==> src/design/assert_macros.svh <==
// Assertion macros shared by the design files.
// No dependencies; taken in by `include where assertions are written.
`ifndef ASSERT_MACROS_SVH
`define ASSERT_MACROS_SVH

// Plain property, checked on the rising clock edge outside reset
`define BPQ_ASSERT(lbl, clk, rst_n, prop, msg) \
    lbl: assert property (@(posedge clk) disable iff (!(rst_n)) (prop)) else $error(msg);

// Same-cycle implication
`define BPQ_ASSERT_IMPL(lbl, clk, rst_n, ante, cons, msg) \
    `BPQ_ASSERT(lbl, clk, rst_n, (ante) |-> (cons), msg)

// Next-cycle implication
`define BPQ_ASSERT_NEXT(lbl, clk, rst_n, ante, cons, msg) \
    `BPQ_ASSERT(lbl, clk, rst_n, (ante) |=> (cons), msg)

`endif

==> src/design/bpq_pkg.sv <==
// Package for the button press qualifier queue: types, field layout, constants.
// No dependencies; used by every module of the block by scoped names.
package bpq_pkg;

    // Key and code sizes, fixed by the field widths of the stream
    localparam int NUM_KEYS      = 4;
    localparam int KEY_IDX_W     = 2;
    localparam int EVENT_W       = 4;
    localparam int TICK_W        = 32;
    localparam int COUNT_W       = 32;
    localparam int DEBOUNCE_W    = 16;
    localparam int OP_W          = 2;

    // Defaults
    localparam logic [DEBOUNCE_W-1:0] DEBOUNCE_RESET = 16'd40;
    localparam int QUEUE_SLOTS_DEF = 16;
    localparam int CMD_DEPTH       = 2;

    // Slave tdata layout: button, level, initial_levels, now_ms
    localparam int S_BUTTON_LSB = 0;
    localparam int S_LEVEL_LSB  = S_BUTTON_LSB + KEY_IDX_W;
    localparam int S_LEVELS_LSB = S_LEVEL_LSB + 1;
    localparam int S_NOW_LSB    = S_LEVELS_LSB + NUM_KEYS;
    localparam int S_DATA_BITS  = S_NOW_LSB + TICK_W;
    localparam int S_TDATA_W    = ((S_DATA_BITS + 7) / 8) * 8;

    // Master tdata layout: event_bits, edge_count, dropped_count
    localparam int M_EVENT_LSB  = 0;
    localparam int M_EDGE_LSB   = M_EVENT_LSB + EVENT_W;
    localparam int M_DROP_LSB   = M_EDGE_LSB + COUNT_W;
    localparam int M_DATA_BITS  = M_DROP_LSB + COUNT_W;
    localparam int M_TDATA_W    = ((M_DATA_BITS + 7) / 8) * 8;

    // Configuration port
    localparam int APB_ADDR_W   = 3;
    localparam int APB_DATA_W   = 32;
    localparam logic REG_DEBOUNCE = 1'b0;

    // Item kinds
    typedef enum logic [OP_W-1:0] {
        OP_START = 2'd0,
        OP_EDGE  = 2'd1,
        OP_POP   = 2'd2,
        OP_STATS = 2'd3
    } t_op;

    // Classified item as held in the command queue
    typedef struct packed {
        t_op                 op;
        logic [KEY_IDX_W-1:0] key;
        logic [NUM_KEYS-1:0]  key_bit;
        logic                 level;
        logic [NUM_KEYS-1:0]  levels;
        logic [TICK_W-1:0]    now;
        logic [TICK_W-1:0]    start_accept;
    } t_cmd;

    // Command queue status seen by both sides
    typedef struct packed {
        logic full;
        logic empty;
    } t_q_stat;

endpackage

==> src/design/bpq_front.sv <==
// Front end: takes input transactions and classifies them into queue commands.
// Depends on bpq_pkg.
module bpq_front (
    input  logic                              i_s_tvalid,
    output logic                              o_s_tready,
    input  logic [bpq_pkg::S_TDATA_W-1:0]     i_s_tdata,
    input  logic [bpq_pkg::OP_W-1:0]          i_s_tuser,
    input  logic [bpq_pkg::DEBOUNCE_W-1:0]    i_debounce,
    input  bpq_pkg::t_q_stat                  i_q_stat,
    output logic                              o_push,
    output bpq_pkg::t_cmd                     o_cmd
);

    logic [bpq_pkg::KEY_IDX_W-1:0] w_key;
    logic [bpq_pkg::TICK_W-1:0]    w_now;

    // Take a transaction whenever the queue has room
    assign o_s_tready = !i_q_stat.full;
    assign o_push     = i_s_tvalid && !i_q_stat.full;

    assign w_key = i_s_tdata[bpq_pkg::S_BUTTON_LSB +: bpq_pkg::KEY_IDX_W];
    assign w_now = i_s_tdata[bpq_pkg::S_NOW_LSB +: bpq_pkg::TICK_W];

    // Unpack and pre-compute the key mask and the start accept time
    always_comb begin
        o_cmd.op           = bpq_pkg::t_op'(i_s_tuser);
        o_cmd.key          = w_key;
        o_cmd.key_bit      = bpq_pkg::NUM_KEYS'(1) << w_key;
        o_cmd.level        = i_s_tdata[bpq_pkg::S_LEVEL_LSB];
        o_cmd.levels       = i_s_tdata[bpq_pkg::S_LEVELS_LSB +: bpq_pkg::NUM_KEYS];
        o_cmd.now          = w_now;
        o_cmd.start_accept = w_now - bpq_pkg::TICK_W'(i_debounce);
    end

endmodule

==> src/design/bpq_cmd_fifo.sv <==
// Short command queue between the front and back ends.
// Depends on bpq_pkg for the command type and depth.
module bpq_cmd_fifo (
    input  logic             i_clk,
    input  logic             i_rst_n,
    input  logic             i_push,
    input  bpq_pkg::t_cmd    i_cmd,
    input  logic             i_pop,
    output bpq_pkg::t_cmd    o_cmd,
    output bpq_pkg::t_q_stat o_stat
);

    localparam int DEPTH = bpq_pkg::CMD_DEPTH;
    localparam int PTR_W = (DEPTH > 1) ? $clog2(DEPTH) : 1;
    localparam int CNT_W = $clog2(DEPTH + 1);

    bpq_pkg::t_cmd    r_mem [DEPTH];
    logic [PTR_W-1:0] r_wr_ptr, n_wr_ptr;
    logic [PTR_W-1:0] r_rd_ptr, n_rd_ptr;
    logic [CNT_W-1:0] r_count, n_count;

    // Pointer and fill count update
    always_comb begin
        n_wr_ptr = r_wr_ptr;
        n_rd_ptr = r_rd_ptr;
        n_count  = r_count;
        if (i_push) begin
            n_wr_ptr = (r_wr_ptr == PTR_W'(DEPTH - 1)) ? '0 : r_wr_ptr + 1'b1;
        end
        if (i_pop) begin
            n_rd_ptr = (r_rd_ptr == PTR_W'(DEPTH - 1)) ? '0 : r_rd_ptr + 1'b1;
        end
        if (i_push && !i_pop) begin
            n_count = r_count + 1'b1;
        end else if (!i_push && i_pop) begin
            n_count = r_count - 1'b1;
        end
    end

    always_ff @(posedge i_clk) begin
        if (!i_rst_n) begin
            r_wr_ptr <= '0;
            r_rd_ptr <= '0;
            r_count  <= '0;
        end else begin
            r_wr_ptr <= n_wr_ptr;
            r_rd_ptr <= n_rd_ptr;
            r_count  <= n_count;
        end
    end

    // Storage
    always_ff @(posedge i_clk) begin
        if (i_push) begin
            r_mem[r_wr_ptr] <= i_cmd;
        end
    end

    assign o_cmd        = r_mem[r_rd_ptr];
    assign o_stat.full  = (r_count == CNT_W'(DEPTH));
    assign o_stat.empty = (r_count == '0);

endmodule

==> src/design/bpq_back.sv <==
// Back end: key state, qualification, event ring, counters and the result register.
// Depends on bpq_pkg.
module bpq_back #(
    parameter int QUEUE_SLOTS = bpq_pkg::QUEUE_SLOTS_DEF
) (
    input  logic                              i_clk,
    input  logic                              i_rst_n,
    input  logic [bpq_pkg::DEBOUNCE_W-1:0]    i_debounce,
    input  bpq_pkg::t_q_stat                  i_q_stat,
    input  bpq_pkg::t_cmd                     i_cmd,
    output logic                              o_pop,
    output logic                              o_m_tvalid,
    input  logic                              i_m_tready,
    output logic [bpq_pkg::EVENT_W-1:0]       o_event_bits,
    output logic [bpq_pkg::COUNT_W-1:0]       o_edge_count,
    output logic [bpq_pkg::COUNT_W-1:0]       o_dropped_count
);

    localparam int QPW = $clog2(QUEUE_SLOTS);
    localparam int NK  = bpq_pkg::NUM_KEYS;
    localparam int TW  = bpq_pkg::TICK_W;
    localparam int CW  = bpq_pkg::COUNT_W;

    // Key state
    logic [NK-1:0] r_down, n_down;
    logic [NK-1:0] r_blocked, n_blocked;
    logic          r_started, n_started;
    logic [TW-1:0] r_press [NK];
    logic [TW-1:0] n_press [NK];
    logic [TW-1:0] r_accept [NK];
    logic [TW-1:0] n_accept [NK];
    logic [CW-1:0] r_edges [NK];
    logic [CW-1:0] n_edges [NK];
    logic [CW-1:0] r_lost, n_lost;

    // Event ring
    logic [bpq_pkg::EVENT_W-1:0] r_ring [QUEUE_SLOTS];
    logic [QPW-1:0] r_wr_ptr, n_wr_ptr;
    logic [QPW-1:0] r_rd_ptr, n_rd_ptr;
    logic [QPW-1:0] w_wr_next, w_rd_next;
    logic           w_ring_we;
    logic           w_ring_re;
    logic [bpq_pkg::EVENT_W-1:0] r_rd_data;

    // Result register
    logic          r_out_valid;
    logic          r_pop_hit, n_pop_hit;
    logic [CW-1:0] r_edge_cnt, n_edge_cnt;
    logic [CW-1:0] r_drop_cnt, n_drop_cnt;

    logic          w_fire;
    logic [TW-1:0] w_deb;

    // One command per cycle while the result slot is free or draining
    assign w_fire = !i_q_stat.empty && (!r_out_valid || i_m_tready);
    assign o_pop  = w_fire;
    assign w_deb  = TW'(i_debounce);

    assign w_wr_next = (r_wr_ptr == QPW'(QUEUE_SLOTS - 1)) ? '0 : r_wr_ptr + 1'b1;
    assign w_rd_next = (r_rd_ptr == QPW'(QUEUE_SLOTS - 1)) ? '0 : r_rd_ptr + 1'b1;

    // Command execution
    always_comb begin
        logic [NK-1:0] v_down;
        logic          v_qual;
        n_down     = r_down;
        n_blocked  = r_blocked;
        n_started  = r_started;
        n_press    = r_press;
        n_accept   = r_accept;
        n_edges    = r_edges;
        n_lost     = r_lost;
        n_wr_ptr   = r_wr_ptr;
        n_rd_ptr   = r_rd_ptr;
        w_ring_we  = 1'b0;
        w_ring_re  = 1'b0;
        n_pop_hit  = 1'b0;
        n_edge_cnt = '0;
        n_drop_cnt = '0;
        v_down     = r_down | i_cmd.key_bit;
        v_qual     = 1'b0;
        if (w_fire) begin
            unique case (i_cmd.op)
                bpq_pkg::OP_START: begin
                    n_down    = i_cmd.levels;
                    n_blocked = i_cmd.levels;
                    n_wr_ptr  = '0;
                    n_rd_ptr  = '0;
                    n_lost    = '0;
                    n_started = 1'b1;
                    for (int k = 0; k < NK; k++) begin
                        n_edges[k]  = '0;
                        n_press[k]  = i_cmd.now;
                        n_accept[k] = i_cmd.start_accept;
                    end
                end
                bpq_pkg::OP_EDGE: begin
                    if (r_started) begin
                        n_edges[i_cmd.key] = r_edges[i_cmd.key] + 1'b1;
                        if (!i_cmd.level) begin
                            // press: note the time, block on chords
                            if (!r_down[i_cmd.key]) begin
                                n_press[i_cmd.key] = i_cmd.now;
                            end
                            n_down = v_down;
                            if ((v_down & (v_down - 1'b1)) != '0) begin
                                n_blocked = r_blocked | v_down;
                            end
                        end else begin
                            // release: qualify the press
                            v_qual = r_down[i_cmd.key] && !r_blocked[i_cmd.key] &&
                                     ((i_cmd.now - r_press[i_cmd.key]) >= w_deb) &&
                                     ((i_cmd.now - r_accept[i_cmd.key]) >= w_deb);
                            if (v_qual) begin
                                if (w_wr_next == r_rd_ptr) begin
                                    n_lost = r_lost + 1'b1;
                                end else begin
                                    w_ring_we = 1'b1;
                                    n_wr_ptr  = w_wr_next;
                                end
                                n_accept[i_cmd.key] = i_cmd.now;
                            end
                            n_down    = r_down & ~i_cmd.key_bit;
                            n_blocked = r_blocked & ~i_cmd.key_bit;
                        end
                    end
                end
                bpq_pkg::OP_POP: begin
                    if (r_rd_ptr != r_wr_ptr) begin
                        w_ring_re = 1'b1;
                        n_pop_hit = 1'b1;
                        n_rd_ptr  = w_rd_next;
                    end
                end
                bpq_pkg::OP_STATS: begin
                    n_edge_cnt = r_edges[i_cmd.key];
                    n_drop_cnt = r_lost;
                end
                default: begin
                end
            endcase
        end
    end

    // State registers
    always_ff @(posedge i_clk) begin
        if (!i_rst_n) begin
            r_down      <= '0;
            r_blocked   <= '0;
            r_started   <= 1'b0;
            r_lost      <= '0;
            r_wr_ptr    <= '0;
            r_rd_ptr    <= '0;
            r_out_valid <= 1'b0;
            for (int k = 0; k < NK; k++) begin
                r_press[k]  <= '0;
                r_accept[k] <= '0;
                r_edges[k]  <= '0;
            end
        end else begin
            r_down    <= n_down;
            r_blocked <= n_blocked;
            r_started <= n_started;
            r_lost    <= n_lost;
            r_wr_ptr  <= n_wr_ptr;
            r_rd_ptr  <= n_rd_ptr;
            r_press   <= n_press;
            r_accept  <= n_accept;
            r_edges   <= n_edges;
            if (w_fire) begin
                r_out_valid <= 1'b1;
            end else if (i_m_tready) begin
                r_out_valid <= 1'b0;
            end
        end
    end

    // Result payload, held while the transaction waits
    always_ff @(posedge i_clk) begin
        if (w_fire) begin
            r_pop_hit  <= n_pop_hit;
            r_edge_cnt <= n_edge_cnt;
            r_drop_cnt <= n_drop_cnt;
        end
    end

    // Ring memory: one write port, one registered read port
    always_ff @(posedge i_clk) begin
        if (w_ring_we) begin
            r_ring[r_wr_ptr] <= bpq_pkg::EVENT_W'(i_cmd.key_bit);
        end
    end

    always_ff @(posedge i_clk) begin
        if (w_ring_re) begin
            r_rd_data <= r_ring[r_rd_ptr];
        end
    end

    assign o_m_tvalid      = r_out_valid;
    assign o_event_bits    = r_pop_hit ? r_rd_data : '0;
    assign o_edge_count    = r_edge_cnt;
    assign o_dropped_count = r_drop_cnt;

endmodule

==> src/design/button_press_qualifier_queue_core.sv <==
// Top level of the button press qualifier queue: APB register, front end,
// command queue and back end. Depends on bpq_pkg, bpq_front, bpq_cmd_fifo,
// bpq_back and assert_macros.svh.
//
//  channel   | direction | handshake                 | payload
//  ----------+-----------+---------------------------+-------------------------------
//  s stream  | in        | i_s_tvalid / o_s_tready   | tuser operation, tdata key fields
//  m stream  | out       | o_m_tvalid / i_m_tready   | tdata event_bits, counts
//  apb       | in        | i_psel, i_penable, pready | debounce_ms at address 0
//
// One transaction per cycle sustained while the output is not stalled; an accepted
// input is written into the command queue, then executed into the result register.
// Ring reads are registered by the separate read port of the event memory.
// Synchronous active-low reset; no clearing pass, the ring is valid by its pointers.
// A stalled output fills the two-entry command queue before o_s_tready drops.
`include "assert_macros.svh"

module button_press_qualifier_queue_core #(
    parameter int QUEUE_SLOTS = bpq_pkg::QUEUE_SLOTS_DEF
) (
    input  logic                              i_clk,
    input  logic                              i_rst_n,
    // stream in
    input  logic                              i_s_tvalid,
    output logic                              o_s_tready,
    // [1:0] button, [2] level, [6:3] initial_levels, [38:7] now_ms, rest zero
    input  logic [bpq_pkg::S_TDATA_W-1:0]     i_s_tdata,
    // [1:0] operation
    input  logic [bpq_pkg::OP_W-1:0]          i_s_tuser,
    // stream out
    output logic                              o_m_tvalid,
    input  logic                              i_m_tready,
    // [3:0] event_bits, [35:4] edge_count, [67:36] dropped_count, rest zero
    output logic [bpq_pkg::M_TDATA_W-1:0]     o_m_tdata,
    // configuration
    input  logic                              i_psel,
    input  logic                              i_penable,
    input  logic                              i_pwrite,
    input  logic [bpq_pkg::APB_ADDR_W-1:0]    i_paddr,
    input  logic [bpq_pkg::APB_DATA_W-1:0]    i_pwdata,
    output logic [bpq_pkg::APB_DATA_W-1:0]    o_prdata,
    output logic                              o_pready
);

    logic [bpq_pkg::DEBOUNCE_W-1:0] r_debounce;
    logic                           w_reg_sel;

    bpq_pkg::t_cmd    w_front_cmd;
    bpq_pkg::t_cmd    w_back_cmd;
    bpq_pkg::t_q_stat w_q_stat;
    logic             w_push;
    logic             w_pop;

    logic [bpq_pkg::EVENT_W-1:0] w_event_bits;
    logic [bpq_pkg::COUNT_W-1:0] w_edge_count;
    logic [bpq_pkg::COUNT_W-1:0] w_dropped_count;

    // Register file: debounce time only
    assign o_pready  = 1'b1;
    assign w_reg_sel = (i_paddr[bpq_pkg::APB_ADDR_W-1] == bpq_pkg::REG_DEBOUNCE);

    always_ff @(posedge i_clk) begin
        if (!i_rst_n) begin
            r_debounce <= bpq_pkg::DEBOUNCE_RESET;
        end else if (i_psel && i_penable && i_pwrite && o_pready && w_reg_sel) begin
            r_debounce <= i_pwdata[bpq_pkg::DEBOUNCE_W-1:0];
        end
    end

    assign o_prdata = w_reg_sel ? bpq_pkg::APB_DATA_W'(r_debounce) : '0;

    // Front end
    bpq_front u_front (
        .i_s_tvalid (i_s_tvalid),
        .o_s_tready (o_s_tready),
        .i_s_tdata  (i_s_tdata),
        .i_s_tuser  (i_s_tuser),
        .i_debounce (r_debounce),
        .i_q_stat   (w_q_stat),
        .o_push     (w_push),
        .o_cmd      (w_front_cmd)
    );

    // Command queue
    bpq_cmd_fifo u_cmd_fifo (
        .i_clk   (i_clk),
        .i_rst_n (i_rst_n),
        .i_push  (w_push),
        .i_cmd   (w_front_cmd),
        .i_pop   (w_pop),
        .o_cmd   (w_back_cmd),
        .o_stat  (w_q_stat)
    );

    // Back end
    bpq_back #(
        .QUEUE_SLOTS (QUEUE_SLOTS)
    ) u_back (
        .i_clk           (i_clk),
        .i_rst_n         (i_rst_n),
        .i_debounce      (r_debounce),
        .i_q_stat        (w_q_stat),
        .i_cmd           (w_back_cmd),
        .o_pop           (w_pop),
        .o_m_tvalid      (o_m_tvalid),
        .i_m_tready      (i_m_tready),
        .o_event_bits    (w_event_bits),
        .o_edge_count    (w_edge_count),
        .o_dropped_count (w_dropped_count)
    );

    // Result packing
    always_comb begin
        o_m_tdata = '0;
        o_m_tdata[bpq_pkg::M_EVENT_LSB +: bpq_pkg::EVENT_W] = w_event_bits;
        o_m_tdata[bpq_pkg::M_EDGE_LSB +: bpq_pkg::COUNT_W]  = w_edge_count;
        o_m_tdata[bpq_pkg::M_DROP_LSB +: bpq_pkg::COUNT_W]  = w_dropped_count;
    end

    // Checks
    `BPQ_ASSERT_IMPL(a_queue_no_overflow, i_clk, i_rst_n, w_push, !w_q_stat.full, "overflow")
    `BPQ_ASSERT_IMPL(a_queue_no_underflow, i_clk, i_rst_n, w_pop, !w_q_stat.empty, "underflow")
    `BPQ_ASSERT_NEXT(a_result_follows_exec, i_clk, i_rst_n, w_pop, o_m_tvalid, "no result")
    `BPQ_ASSERT_IMPL(a_event_onehot, i_clk, i_rst_n, o_m_tvalid, $onehot0(w_event_bits), "bad code")

endmodule

==> config.mk <==
export PLATFORM = sky130hd
export DESIGN_NAME = button_press_qualifier_queue_core
export DESIGN_NICKNAME = d
export VERILOG_FILES = /design/src/design/bpq_pkg.sv /design/src/design/bpq_front.sv /design/src/design/bpq_cmd_fifo.sv /design/src/design/bpq_back.sv /design/src/design/button_press_qualifier_queue_core.sv
export VERILOG_INCLUDE_DIRS = /design/src /design/src/design
export SDC_FILE = /design/constraint.sdc
export NUM_CORES = 2
export LEC_CHECK = 0
export BUFFER_PORTS_ARGS = -buffer_cell sky130_fd_sc_hd__buf_4
export CORE_UTILIZATION = 55
export DETAILED_ROUTE_END_ITERATION = 8
export GPL_ROUTABILITY_DRIVEN = 0
export GPL_TIMING_DRIVEN = 0
export HOLD_SLACK_MARGIN = 0.06
export PLACE_DENSITY = 0.83
export SLEW_MARGIN = 20
export SYNTH_ARGS = -nofsm -noshare
export SYNTH_HDL_FRONTEND = slang
export SYNTH_SLANG_ARGS = --single-unit
==> constraint.sdc <==
create_clock -name i_clk -period 8.1 [get_ports i_clk]
set_input_delay 0.81 -clock i_clk [delete_from_list [all_inputs] [get_ports i_clk]]
set_output_delay 0.81 -clock i_clk [all_outputs]
set_load 0.01 [all_outputs]
## Yosys cells after proc, flatten, opt, wreduce, memory -nomap -nowiden

Memory sizes are Yosys's and may differ from the RTL's. A register that Yosys moved wholly into a read port is not among the register bits.
Cells that the tools add are included.

- Logic and storage cells: 176
- Flip-flop bits (word level): 519
- Bits of input ports: 84
- Memory bits (writable): 218
- Memories: 2

- Add/subtract/negate cells: 12
- Shift-type cells: 1
- Reduce and logical (&&, ||, !) cells: 33
- Magnitude comparators: 5
- Mux-type cells: 72
- Equal/unequal tests: 17
- Bitwise logic cells: 8

Memories:

| memory | words | width | rd ports | clocked after memory_dff | write ports | line | text |
|---|---|---|---|---|---|---|---|
| u_cmd_fifo.r_mem | 2 | 77 | 1 | 1 | 1 | bpq_cmd_fifo.sv:17 | `bpq_pkg::t_cmd r_mem [DEPTH];` |
| u_back.r_ring | 16 | 4 | 1 | 1 | 1 | bpq_back.sv:37 | `logic [bpq_pkg::EVENT_W-1:0] r_ring [QUEUE_SLOTS];` |

Operators by type and width:

| cell | number |
|---|---|
| $mux W128 | 7 |
| $pmux W128 S2 | 3 |
| $bwmux W128 | 3 |
| $mux W32 | 11 |
| $bmux W32 S2 | 3 |
| $add A32 B1 Y32 const B | 2 |
| $demux W32 S2 | 1 |
| $ge A32 B16 Y1 | 2 |
| $pmux W32 S2 | 1 |
| $sub A32 B32 Y32 | 2 |
| $mux W4 | 13 |
| $pmux W4 S2 | 4 |
| $sub A32 B16 Y32 | 1 |
| $mux W1 | 21 |
| $mux W16 | 1 |
| $and A4 B4 Y4 | 3 |
| $reduce_and A6 Y1 | 2 |
| $logic_and A1 B1 Y1 | 11 |
| $ne A2 B1 Y1 const B | 5 |
| $reduce_and A5 Y1 | 2 |
| $add A4 B1 Y4 const B | 2 |
| $eq A4 B4 Y1 const B | 2 |
| $or A4 B4 Y4 | 2 |
| $reduce_bool A2 Y1 | 4 |
| 26 further kinds | 40 |

## Depth between registers and ports, before layout

- Word-level depth: 15
- Mapped depth: 34

## Cells and area by module

Synthesis repeated with hierarchy kept, for this count alone.

- Cell total of the unflattened synthesis: 3849
- Area total of the unflattened synthesis: 38783.4 um^2

By module, submodules not included:

| module | cells each | area each (um^2) | instances |
|---|---|---|---|
| bpq_back | 3238 | 30322.8 | 1 |
| bpq_cmd_fifo | 262 | 5908.2 | 1 |
| bpq_front | 239 | 1605.3 | 1 |
| button_press_qualifier_queue_core | 110 | 947.2 | 1 |

## Least setup slack after synthesis

OpenSTA, ideal clock, no wires.

- Kind: register -> register
- From: register with a tool-made name
- To: register u_back.r_accept[127] (netlist name)
- Data required time: 7984 ps
- Cell stages (with the launch flop): 32
- Setup time: 116 ps
- Path buffers: 9
- Setup slack: 512 ps
- Clock period less this slack: 7588 ps
- Arrival time: 7471 ps
- Cell sequence: dfxtp_1 -> buf_6 -> mux2_1 -> buf_4 -> buf_4 -> buf_2 -> buf_2 -> clkbuf_1 -> buf_1 -> mux4_2 -> inv_1 -> ha_1 -> o21a_1 -> o31a_1 -> a211oi_2 -> o21ai_0 -> a21oi_1 -> xnor2_1 -> ha_1 -> a21oi_1 -> o221ai_1 -> a211oi_1 -> o211ai_1 -> or4_1 -> or4_1 -> a2111oi_0 -> nand4_1 -> nand2b_1 -> buf_2 -> o31ai_2 -> clkbuf_1 -> o211a_1

RTL lines:

| item | line | text |
|---|---|---|
| to (signal assigned) | bpq_back.sv:168 | `r_accept <= n_accept;` |
| to (decl) | bpq_back.sv:30 | `logic [TW-1:0] r_accept [NK];` |

==> reports/metrics.yaml <==
whs_path_depth: 1
crit_arrival_ns: 8.37
worstMarginPinSlew_ns: 1.16
share_seq_of_total_power_pct: 33.0
cts.clk_slew.worst_paths_ns: 0.06
nets: 4100
ys_top_cells_by_count: "465 x nand2_1, 455 x dfxtp_1, 287 x edfxtp_1"
reg2reg_depth: 27
drv_cap: 0
endpoint_kind: "register"
drive_gt1_share_pct: 13.9
worst_setup_path_start_kind: "register"
power.leakage_uw: 0.0184
ant_nets: 0
die_x_um: 264
yosysTopAreaCellShare_pct: 24.2
hold_viol: 0
p_sw_uw: 5740
internal-power_uw: 9280
ys_seq_elements: 742
postCtsHoldBufs: 0
cts_max_level: 3
portBuffers: 148
core_area_mm2: 0.0674
synth-edff-count: 287
routed-via-count: 30783
critPathKind: "reg2reg"
max-vdd-ir-drop_v: 0.000240
status: "complete, no violations"
ios: 191
antenna_found_initial: 1
clock_skew_ns: 0.0286
via_per_inst: 6.37
hold_class: "in2reg"
rsz0062_at_grt: "false"
area_delta_synth_final_pct: 14.4
setup_violations: 0
cts_made_buffers: 79
numClockSinks: 742
grt_overflow: 0
hold_end: "u_cmd_fifo.r_mem[1][47]"
cpPeakStageDelay_ns: 0.52
fin_util_pct: 63.9
async_flop_share_pct: 0
drc_errors: 0
synth_area_per_cell_um2: 10.4
cp_max_fo: 10
grt_usage_pct: 30.6
grt_pass1_wl_um: 168000
relSlewSlack_pct: 22.4
synth.distinct_cells: 89
synth_warnings: 0
postSynthCellCount: 3632
yosysTopAreaCell: "dfxtp_1"
cts_tree: "built"
yosysMostFrequentCell: "nand2_1"
design_power_total_uw: 15000
post-route-min-period_ns: 7.84
cts.path.max_buffers: 3
die_h_um: 264
grt_max_degree: 66
cp.required_ns: 8.63
crit_top_cell: "a21oi_1"
dp_hpwl_um: 77000
finalCritPeriodShare_pct: 96.8
start_util_pct: 55.9
first_iter_violations: 3421
min_from: "i_s_tdata[22]"
synth_area_leaders: "dfxtp_1 24%, edfxtp_1 23%, o211a_1 6.9%, mux4_2 6.8%, nand2_1 4.6%"
r2r_end: "u_back.r_accept[49]"
cpMaxStageDelayCell: "mux2i_2"
wl_per_cell_um: 22.5
worstSkewPairLatency_ns: 0.65
comb_power_share_pct: 41.7
placementRows: 95
p_clk_share_pct: 25.3
num_antenna_cells: 0
totalWireLength_um: 109000
rrSetupSlack_ns: 0.26
fmax_mhz: 128
drv_slew: 0
ys.flop_type: "dfxtp_1"
cts_root_buffer: "clkbuf_16"
power.share.switching_pct: 38.2
power_density_mw_per_mm2: 349
die-area_mm2: 0.0695
grt_pass1_vias: 30053
seq_area_frac_synth_pct: 47.1
firstDrtPassIters: 6
netlist_area_mm2: 0.0376
power by group through the flow:
stage	combinational [uW]	sequential, uW	clock [uW]
2_1_floorplan	4190	5000	0
3_3_place_gp	5790	5000	0
3_5_place_dp	5980	5000	0
4_1_cts	6060	4940	3800
5_1_grt	6770	5010	3950
6_report	6260	4960	3790
critical path, delay by kind of cell (launching register included):
kind | cells | cell delay [ns]
AOI/OAI and AO/OA | 12 | 2.78
buffers and inverters | 7 | 2.10
and+or+nand+nor | 4 | 1.14
adders and majority gates | 2 | 0.70
muxes | 1 | 0.52
DFF | 1 | 0.33
xor gates and xnor gates | 1 | 0.14
layer usage:
layer | vias to the layer above | GRT usage (%) | wire [um]
met2 | 1838 | 50.1 | 51200
met5 | - | 0 | 8
met4 | 2 | 14.3 | 4690
met1 | 14848 | 39.0 | 41300
li1 | 13781 | - | -
met3 | 314 | 6.21 | 11400
per-stage QoR:
step	hold WS (ns)	setup WS, ns	area (um^2)	std cells	setup TNS, ns
6_report	0.364	0.259	43100	4834	0
4_1_cts	0.340	0.0321	42900	4825	0
2_1_floorplan	0.434	0.512	37700	3651	0
5_1_grt	0.347	0.00428	43100	4834	0
3_5_place_dp	0.458	-2.00	40100	4678	-406.01
3_3_place_gp	0.448	-1.93	39900	4672	-397.04
logic make-up after synthesis:
logic type | after synthesis | synth area share, %
adder cells (fa/ha/maj) | 121 | 4.08
multiplexers | 227 | 9.89
buffers and inverters | 402 | 4.38
other | 2 | 0.0199
AND/OR/NAND/NOR | 1119 | 14.0
AO/OA/AOI/OAI | 904 | 17.8
flip-flops | 742 | 47.1
XOR/XNOR | 115 | 2.70
placed cells by master (no fill, tap or decap), types with 118 or more instances in the layout:
| master | netlist | routed |
|---|---|---|
| nand2_1 | 465 | 465 |
| dfxtp_1 | 455 | 455 |
| edfxtp_1 | 287 | 287 |
| o211a_1 | 259 | 259 |
| a21oi_1 | 223 | 220 |
| nor2_1 | 189 | 188 |
| buf_4 | 24 | 186 |
| clkbuf_1 | 189 | 172 |
| inv_1 | 155 | 154 |
| o21ai_0 | 135 | 133 |
| ha_1 | 118 | 118 |
worst max-delay path by stage:
stage / start / to / slack (ns) / cells past startpoint
final: register / u_back.r_accept[49] / 0.26 / 27
after floorplan: register / u_back.r_accept[127] / 0.51 / 31
after detailed placement: register / u_back.r_accept[42] / -2.00 / 31
after global routing: register / u_back.r_lost[24] / 0.004 / 29
after CTS: register / u_back.r_accept[53] / 0.03 / 26
after global placement: register / u_back.r_accept[74] / -1.93 / 31
registers in the layout (all words and copies together) (netlist names), 2 cells and up, named ones only:
signal and cells:
u_back.r_press 128, u_back.r_rd_data 4, u_back.o_dropped_count 32, u_cmd_fifo.r_count 2, u_back.r_accept 128, u_back.r_ring 64, u_back.r_edges 128, u_back.r_blocked 4
u_back.r_rd_ptr 4, u_back.o_edge_count 32, u_back.r_wr_ptr 4, u_back.r_lost 32, u_cmd_fifo.r_mem 154, r_debounce 16
area by class of cell:
class | instances | area (um^2)
tap | 873 | 1090
clock inverter | 50 | 505
clock buffer | 97 | 2230
timing repair buffer | 167 | 1330
inverter | 155 | 584
fill | 5074 | 24300
sequential | 742 | 17700
multi-input combinational | 2507 | 18500
buffer | 243 | 1140
timing repair:
action                                  CTS  global route
endpoints found under the setup margin  228           228
buffers inserted                          3            10
pin swaps                                 1             1
gates resized for setup                  42            49
No activity file was read; power rests on OpenSTA's default activity.
